## src/rtl/utf8d_pkg.sv

```systemverilog
// utf8 stream decoder shared types and constants
`timescale 1ns / 1ps

package utf8d_pkg;

  localparam int unsigned ByteW  = 8;
  localparam int unsigned CodeW  = 21;
  localparam int unsigned LenW   = 3;
  localparam int unsigned IndexW = 16;
  localparam int unsigned OwedW  = 2;

  localparam logic [3:0] Lead3Nibble = 4'hE;
  localparam logic [3:0] Lead4Nibble = 4'hF;

  localparam logic [LenW-1:0] Len1 = 3'd1;
  localparam logic [LenW-1:0] Len2 = 3'd2;
  localparam logic [LenW-1:0] Len3 = 3'd3;
  localparam logic [LenW-1:0] Len4 = 3'd4;

  typedef struct packed {
    logic             restart;
    logic [ByteW-1:0] byte_in;
  } in_item_t;

  typedef struct packed {
    logic [IndexW-1:0] char_index;
    logic [LenW-1:0]   char_bytes;
    logic [CodeW-1:0]  code_point;
  } result_t;

endpackage

```

## src/rtl/utf8_stream_decoder.sv

```systemverilog
// utf8 stream decoder top level
//
// takes one utf-8 byte per transfer on the s_axis side; tuser set marks the
// first byte of a new string and drops any partial character and zeroes the
// character index. each completed character leaves as one transfer on the
// m_axis side carrying the code point, its byte length and the index.
// bytes that only extend a character produce no output transfer.
// a byte taken is held in the input register and then decoded into the result
// register, from which its result is offered on the m_axis side.
// throughput: one byte per cycle, set by the single decode step between
// the input and result registers; no bubbles while m_axis_tready stays high.
// when the receiver stalls the result register holds and the input register
// holds one more byte before s_axis_tready drops.
// reset clears the partial character, the pending count, the index and both
// valid flags; the index counter is INDEX_BITS wide and wraps.
`timescale 1ns / 1ps

module utf8_stream_decoder #(
  parameter int unsigned INDEX_BITS = 16
) (
  input  logic        clk_i,
  input  logic        rst_ni,
  input  logic        s_axis_tvalid,
  output logic        s_axis_tready,
  input  logic [7:0]  s_axis_tdata,  // byte_in
  input  logic        s_axis_tuser,  // restart
  output logic        m_axis_tvalid,
  input  logic        m_axis_tready,
  output logic [39:0] m_axis_tdata   // code_point, char_bytes, char_index
);

  utf8d_pkg::in_item_t in_item, reg_item;
  utf8d_pkg::result_t  dec_res, out_res;
  logic                reg_valid;
  logic                out_free;
  logic                res_valid;

  assign in_item.byte_in = s_axis_tdata;
  assign in_item.restart = s_axis_tuser;

  utf8d_in_reg u_in_reg (
    .clk_i   (clk_i),
    .rst_ni  (rst_ni),
    .valid_i (s_axis_tvalid),
    .ready_o (s_axis_tready),
    .item_i  (in_item),
    .valid_o (reg_valid),
    .ready_i (out_free),
    .item_o  (reg_item)
  );

  utf8d_decode #(
    .INDEX_BITS (INDEX_BITS)
  ) u_decode (
    .clk_i       (clk_i),
    .rst_ni      (rst_ni),
    .step_i      (reg_valid && out_free),
    .item_i      (reg_item),
    .res_valid_o (res_valid),
    .res_o       (dec_res)
  );

  utf8d_out_reg u_out_reg (
    .clk_i   (clk_i),
    .rst_ni  (rst_ni),
    .load_i  (res_valid),
    .res_i   (dec_res),
    .free_o  (out_free),
    .valid_o (m_axis_tvalid),
    .ready_i (m_axis_tready),
    .res_o   (out_res)
  );

  assign m_axis_tdata = out_res;

endmodule

```

## src/rtl/utf8d_in_reg.sv

```systemverilog
// input register stage for incoming byte transfers
`timescale 1ns / 1ps

module utf8d_in_reg (
  input  logic               clk_i,
  input  logic               rst_ni,
  input  logic               valid_i,
  output logic               ready_o,
  input  utf8d_pkg::in_item_t item_i,
  output logic               valid_o,
  input  logic               ready_i,
  output utf8d_pkg::in_item_t item_o
);

  logic                valid_q;
  logic                valid_d;
  utf8d_pkg::in_item_t item_q;

  assign ready_o = !valid_q || ready_i;
  assign valid_d = valid_i || (valid_q && !ready_i);

  always_ff @(posedge clk_i or negedge rst_ni) begin
    if (!rst_ni) begin
      valid_q <= 1'b0;
    end else begin
      valid_q <= valid_d;
    end
  end

  always_ff @(posedge clk_i) begin
    if (valid_i && ready_o) begin
      item_q <= item_i;
    end
  end

  assign valid_o = valid_q;
  assign item_o  = item_q;

endmodule

```

## src/rtl/utf8d_decode.sv

```systemverilog
// character assembly state and next-state logic
`timescale 1ns / 1ps

module utf8d_decode #(
  parameter int unsigned INDEX_BITS = 16
) (
  input  logic                clk_i,
  input  logic                rst_ni,
  input  logic                step_i,
  input  utf8d_pkg::in_item_t item_i,
  output logic                res_valid_o,
  output utf8d_pkg::result_t  res_o
);

  logic [utf8d_pkg::CodeW-1:0] partial_q, partial_d, partial_cur;
  logic [utf8d_pkg::OwedW-1:0] owed_q, owed_d, owed_cur;
  logic [utf8d_pkg::LenW-1:0]  len_q, len_d;
  logic [INDEX_BITS-1:0]       cnt_q, cnt_d, cnt_cur;
  logic [31:0]                 cnt_ext;
  logic [utf8d_pkg::ByteW-1:0] b;
  logic                        emit;

  assign b           = item_i.byte_in;
  assign partial_cur = item_i.restart ? '0 : partial_q;
  assign owed_cur    = item_i.restart ? '0 : owed_q;
  assign cnt_cur     = item_i.restart ? '0 : cnt_q;
  assign cnt_ext     = 32'(cnt_cur);

  always_comb begin
    partial_d        = partial_cur;
    owed_d           = owed_cur;
    len_d            = len_q;
    emit             = 1'b0;
    res_o.code_point = '0;
    res_o.char_bytes = len_q;
    res_o.char_index = cnt_ext[utf8d_pkg::IndexW-1:0];
    if (owed_cur != '0) begin
      partial_d        = {partial_cur[utf8d_pkg::CodeW-7:0], b[5:0]};
      owed_d           = owed_cur - 2'd1;
      emit             = (owed_cur == 2'd1);
      res_o.code_point = partial_d;
    end else if (!b[7]) begin
      partial_d        = '0;
      len_d            = utf8d_pkg::Len1;
      emit             = 1'b1;
      res_o.code_point = utf8d_pkg::CodeW'(b);
      res_o.char_bytes = utf8d_pkg::Len1;
    end else if (b[7:4] == utf8d_pkg::Lead3Nibble) begin
      partial_d = utf8d_pkg::CodeW'(b[3:0]);
      owed_d    = 2'd2;
      len_d     = utf8d_pkg::Len3;
    end else if (b[7:4] == utf8d_pkg::Lead4Nibble) begin
      partial_d = utf8d_pkg::CodeW'(b[2:0]);
      owed_d    = 2'd3;
      len_d     = utf8d_pkg::Len4;
    end else begin
      partial_d = utf8d_pkg::CodeW'(b[4:0]);
      owed_d    = 2'd1;
      len_d     = utf8d_pkg::Len2;
    end
    cnt_d = emit ? cnt_cur + INDEX_BITS'(1) : cnt_cur;
  end

  assign res_valid_o = step_i && emit;

  always_ff @(posedge clk_i or negedge rst_ni) begin
    if (!rst_ni) begin
      partial_q <= '0;
      owed_q    <= '0;
      len_q     <= '0;
      cnt_q     <= '0;
    end else if (step_i) begin
      partial_q <= partial_d;
      owed_q    <= owed_d;
      len_q     <= len_d;
      cnt_q     <= cnt_d;
    end
  end

endmodule

```

## src/rtl/utf8d_out_reg.sv

```systemverilog
// result register driving the output stream
`timescale 1ns / 1ps

module utf8d_out_reg (
  input  logic               clk_i,
  input  logic               rst_ni,
  input  logic               load_i,
  input  utf8d_pkg::result_t res_i,
  output logic               free_o,
  output logic               valid_o,
  input  logic               ready_i,
  output utf8d_pkg::result_t res_o
);

  logic               valid_q;
  logic               valid_d;
  utf8d_pkg::result_t res_q;

  assign free_o  = !valid_q || ready_i;
  assign valid_d = load_i || (valid_q && !ready_i);

  always_ff @(posedge clk_i or negedge rst_ni) begin
    if (!rst_ni) begin
      valid_q <= 1'b0;
    end else begin
      valid_q <= valid_d;
    end
  end

  always_ff @(posedge clk_i) begin
    if (load_i) begin
      res_q <= res_i;
    end
  end

  assign valid_o = valid_q;
  assign res_o   = res_q;

endmodule

```

## config.mk

```make
export PLATFORM = sky130hd
export DESIGN_NAME = utf8_stream_decoder
export DESIGN_NICKNAME = d
export VERILOG_FILES = /design/src/rtl/utf8d_pkg.sv /design/src/rtl/utf8_stream_decoder.sv /design/src/rtl/utf8d_in_reg.sv /design/src/rtl/utf8d_decode.sv /design/src/rtl/utf8d_out_reg.sv
export SDC_FILE = /design/constraint.sdc
export NUM_CORES = 1
export LEC_CHECK = 0
export ABC_AREA = 1
export BUFFER_PORTS_ARGS = -buffer_cell sky130_fd_sc_hd__buf_4
export CAP_MARGIN = 20
export CORE_UTILIZATION = 35
export CTS_BUF_LIST = sky130_fd_sc_hd__clkbuf_4
export CTS_CLUSTER_SIZE = 25
export DETAILED_ROUTE_END_ITERATION = 16
export MAX_ROUTING_LAYER = met4
export SLEW_MARGIN = 20
export SYNTH_ARGS = -nofsm -noshare
export SYNTH_HDL_FRONTEND = slang
export SYNTH_SLANG_ARGS = --single-unit
```

## constraint.sdc

```tcl
create_clock -name clk_i -period 2.6 [get_ports clk_i]
set_clock_uncertainty 0.05 [all_clocks]
set_input_delay 0.13 -clock clk_i [delete_from_list [all_inputs] [get_ports clk_i]]
set_output_delay 0.13 -clock clk_i [all_outputs]
set_load 0.02 [all_outputs]
```

=== After elaboration in Yosys (flattened, before gate mapping) ===
Index checks and enable logic that the tools add are counted.

* Flip-flop bits (word level): 87
* Output and inout port bits: 42

* Eq/ne operators: 3
* Reductions and logical operators: 15
* Bitwise operators: 1
* Multiplexer cells: 20
* Add/subtract/negate cells: 2

{| class="wikitable"
|+ Operators by type and width
! operator !! count
|-
| $mux W15 || 3
|-
| $mux W16 || 2
|-
| $mux W24 || 1
|-
| $mux W21 || 1
|-
| $add A16 B1 Y16 const B || 1
|-
| $mux W3 || 4
|-
| $mux W2 || 5
|-
| $mux W5 || 2
|-
| $eq A4 B4 Y1 const B || 2
|-
| $logic_and A1 B1 Y1 || 5
|-
| $logic_not A1 Y1 || 4
|-
| $logic_or A1 B1 Y1 || 4
|-
| $eq A2 B1 Y1 const B || 1
|-
| $mux W1 || 2
|-
| $reduce_and A2 Y1 || 1
|-
| $reduce_bool A2 Y1 || 1
|-
| $sub A2 B1 Y2 const B || 1
|-
| $not A1 Y1 || 1
|}

=== Depth between registers and ports, before layout ===
* Word-level depth: 5
* Depth in mapped cells: 12
* Mapped depth without buffers: 11

=== Modules after synthesis ===
Synthesis repeated with hierarchy kept, for this count alone.

* Cells, all modules: 360
* Area, all modules: 3648.5 µm²

{| class="wikitable"
|+ Modules (own cells, without submodules)
! module !! area an instance (µm²) !! instances !! cells each
|-
| utf8d_decode || 2079.5 || 1 || 298
|-
| utf8d_out_reg || 1246.2 || 1 || 45
|-
| utf8d_in_reg || 315.3 || 1 || 15
|-
| utf8_stream_decoder || 7.5 || 1 || 2
|}

=== Worst setup path before layout ===
No wires, ideal clock.

* Path kind: register -> register
* From: reg u_in_reg.item_q, in the netlist u_in_reg.item_o[8]
* To: reg u_decode.cnt_q[3]
* Setup slack: 0.753 ns
* Period minus slack after synthesis: 1.847 ns
* Data arrival time: 1.673 ns
* Library setup time: 0.124 ns
* Path buffers: 0
* Cell stages (with the launch flop): 8
* Cells stage by stage: edfxtp_1 inv_2 nand2_2 a21oi_4 nand2_4 inv_2 nand2_1 xor2_1

* Cells in the longest elaborated chain, start to end: 4
* Elaborated cells on any way between the ends: 7

{| class="wikitable"
|+ RTL lines
! item !! line !! RTL
|-
| from (decl) || utf8d_in_reg.sv:17 || <nowiki>utf8d_pkg::in_item_t item_q;</nowiki>
|-
| from (signal assigned) || utf8d_in_reg.sv:32 || <nowiki>item_q <= item_i;</nowiki>
|-
| parallel branches: the longest is 3 deep, another holds $add A16 B1 Y16 || n/a ||
|-
| $mux W16 * || utf8d_decode.sv:61 || <nowiki>cnt_d = emit ? cnt_cur + INDEX_BITS'(1) : cnt_cur;</nowiki>
|-
| to (signal assigned) || utf8d_decode.sv:76 || <nowiki>cnt_q <= cnt_d;</nowiki>
|-
| to (decl) || utf8d_decode.sv:18 || <nowiki>logic [INDEX_BITS-1:0] cnt_q, cnt_d, cnt_cur;</nowiki>
|}

Mark *: on every way between the ends.
A chain may end at the register's enable or synchronous reset.

=== Worst setup path in the final report ===
Same ends and word-level chain as after synthesis.

==> flow_metrics.env <==
export IMPL_cts_max_level=3
export IMPL_critical_path_max_fanout=23
export IMPL_synth_largest_area_cell="edfxtp_1"
export IMPL_io_buffers=54
export IMPL_reg2reg_from="u_in_reg.item_o[8]"
export IMPL_drcViolationCount=0
export IMPL_die_w_um=105.0
export IMPL_nets=448
export IMPL_dp_hpwl_mm=4.769
export IMPL_grt_pass1_wl_mm=11.66
export IMPL_cts_tree="yes"
export IMPL_drtPass1Iterations=4
export IMPL_wl_per_cell_um=11.87
export IMPL_critPathLaunch="u_in_reg.item_o[8]"
export IMPL_rows=37
export IMPL_setup_viol=0
export IMPL_min_period_over_period=0.7350
export IMPL_pwr_share_clk=0.221
export IMPL_leakage_nw=2.000
export IMPL_core_area_mm2=0.01032
export IMPL_cpMostUsedCell="inv_2"
export IMPL_cts_buffer_depth=2
export IMPL_fillers=1010
export IMPL_synth_edff_count=49
export IMPL_final_setup_tns_ps=0
export IMPL_min_path_type="primary input to asynchronous set/reset pin"
export IMPL_grt_max_degree=39
export IMPL_p_per_area_mw_per_mm2=680.9
export IMPL_slew_headroom=0.6454
export IMPL_netlist_area_mm2=0.003716
export IMPL_start_util=0.3600
export IMPL_netlist_instances=360
export IMPL_die_y_um=105.0
export IMPL_ios=55
export IMPL_viasPerCell=4.295
export IMPL_hold_viol_final=0
export IMPL_cap_violations=0
export IMPL_critPathRequiredTime_ps=2890
export IMPL_endpoint_kind="flop"
export IMPL_grt_pass1_vias=2422
export IMPL_finalCriticalPeriod_ps=1911
export IMPL_dieArea_mm2=0.01103
export IMPL_maxSlewViolCount=0
export IMPL_grt_usage=0.1405
export IMPL_rrSetupSlack_ps=690
export IMPL_worstPathArrival_ps=2200
export IMPL_tightest_slew_ps=531.9
export IMPL_synth_top_cells_by_count="63 x nand2_1, 59 x inv_1, 50 x nor2_1"
export IMPL_gp_congestion=0.7931
export IMPL_async_flop_share=0.4368
export IMPL_p_comb_frac=0.210
export IMPL_root_buffer="clkbuf_4"
export IMPL_critPathLaunchType="flop"
export IMPL_cts_buffers=9
export IMPL_clk_latency_ps=440
export IMPL_reg2reg_to="u_decode.cnt_q[3]"
export IMPL_p_seq_frac=0.569
export IMPL_reg2reg_depth=8
export IMPL_path_class="flop to flop"
export IMPL_layout_cells_non_filler=576
export IMPL_synth_most_common_cell="nand2_1"
export IMPL_antenna_found_initial=1
export IMPL_cts_resized=0
export IMPL_yosys_top_cells_area="edfxtp_1 40%, dfrtp_1 26%, nand2_1 6.4%"
export IMPL_switching_power_mw=0.9609
export IMPL_drt_wl_total_mm=6.839
export IMPL_crit_end="u_decode.cnt_q[3]"
export IMPL_placedCellCount=546
export IMPL_synth_cell_type_count=31
export IMPL_switching_share=0.3126
export IMPL_path_delay_family="buffers and inverters"
export IMPL_synth_top_area_frac=0.3960
export IMPL_slowest_delay_ps=420
export IMPL_outcome="complete, no violations"
export IMPL_ir_drop_mv=0.2279
export IMPL_slowest_stage="edfxtp_1"
export IMPL_ys_seq_area_frac=0.6519
export IMPL_fmaxAchievable_mhz=523.3
export IMPL_num_vias=2474
export IMPL_rsz0062_at_grt="false"
export IMPL_drive_above_1_share=0.2323
export IMPL_ant_nets=0
export IMPL_p_int_mw=2.113
export IMPL_synth_main_ff_cell="edfxtp_1"
export IMPL_area_delta_synth_final_pct=21.48
export IMPL_cp_cell_sequence="inv_2, nand2_2, a21oi_4, nand2_4, inv_2, buf_4, nand2_1, xor2_1"
export IMPL_cts_clk_slew_worst_paths_ps=140
export IMPL_syn_nets=374
export IMPL_first_iter_violations=157
export IMPL_grt_overflow=0
export IMPL_cp_buffers_inverters=3
export IMPL_multi_input_area_um2=988.4
export IMPL_cp_depth=8
export IMPL_ys_warn_count=0
export IMPL_seqCellArea_mm2=0.002422
export IMPL_clock_sinks=87
export IMPL_synth_seq_cells=87
export IMPL_syn_area_per_cell_um2=10.32
==> metal layers <==
layer	vias to the layer above	part of all wire	routed length [um]	GRT usage
met5	-	0	0	-
met2	65	0.44	3000	0.2091
met4	0	0.016	110	0.06036
met3	10	0.046	313	0.02870
met1	1111	0.50	3414	0.1866
li1	1288	-	-	-
==> kinds of logic after synthesis <==
family	Yosys count	share of synthesized area
simple gates	166	0.2051
flops	87	0.6519
compound gates	29	0.04579
buf+inv	72	0.08215
xor+xnor	5	0.01179
fa+ha+maj	1	0.003366
==> stage by stage <==
stage	hold slack [ps]	worst slack, ps	instance area [um2]	util	power, mW
final	141.9	689.1	4514	0.4373	3.074
after global routing	176.8	501.4	4514	0.4373	3.253
after CTS	150.5	660.1	4512	0.4370	3.112
after detailed placement	91.27	660.1	4260	0.4127	2.416
after global placement	87.23	743.4	4260	0.4127	2.405
after floorplan	-215.6	752.8	3716	-	2.183
==> worst reg2reg max path, cell delays in order (launching register included) <==
cell      delay [ps]
edfxtp_1         420
inv_2            260
nand2_2          120
a21oi_4          210
nand2_4          120
inv_2             80
buf_4            290
nand2_1          120
xor2_1           150
==> worst min-delay path by stage <==
stage	slack (ps)	cells past startpoint	end	startpoint
3_5_place_dp	90	1	u_decode.cnt_q[2]	rst_ni
4_1_cts	150	2	u_decode.len_q[2]	rst_ni
5_1_grt	180	2	u_decode.partial_q[9]	rst_ni
3_3_place_gp	90	1	u_decode.cnt_q[2]	rst_ni
2_1_floorplan	-220	0	u_decode.cnt_q[0]	rst_ni
6_report	140	2	u_decode.cnt_q[10]	rst_ni
==> layout by cell type (no fill, tap or decap), drive strengths merged <==
| cell type | count |
|---|---|
| dlygate4sd3 | 13 |
| and2 | 1 |
| inv | 64 |
| o211ai | 2 |
| ha | 1 |
| clkinv | 4 |
| or2 | 1 |
| a31oi | 2 |
| clkbuf | 10 |
| edfxtp | 49 |
| buf | 59 |
| nand4 | 8 |
| nand2 | 73 |
| a211oi | 1 |
| o21ai | 21 |
| nor2 | 60 |
| dfrtp | 38 |
| clkinvlp | 1 |
| xor2 | 2 |
| a21oi | 3 |
| xnor2 | 3 |
| nand3 | 21 |
| nor3 | 2 |
| diode | 1 |
==> area by class of cell <==
type,instances,area share
Multi-Input combinational cell,201,0.2190
Antenna cell,1,0.0005543
Inverter,63,0.05238
Tap cell,136,0.03769
Timing Repair Buffer,72,0.1269
Clock inverter,6,0.01025
Clock buffer,10,0.01663
Sequential cell,87,0.5366
==> sequential cells by signal (all words and copies together), names as in the netlist <==
signal / count
u_decode.cnt_q: 16
u_decode.len_q: 3
u_decode.owed_q: 2
u_decode.partial_q: 15
u_in_reg.item_o: 9
u_in_reg.valid_o: 1
u_out_reg.res_o: 40
u_out_reg.valid_o: 1
==> power by group through the flow <==
stage	combinational (mW)	sequential (mW)	clock, mW
global route	0.723	1.77	0.759
floorplan	0.313	1.87	0
global placement	0.628	1.78	0
detailed placement	0.637	1.78	0
CTS	0.655	1.75	0.707
finish	0.645	1.75	0.680
==> what timing repair did <==
item / CTS / global route
hold buffers: 13 / 0
setup endpoints to repair: 0 / 0
hold endpoints to repair: 49 / 0
setup buffers: 0 / 0
Power figures use the tool's default switching activity.
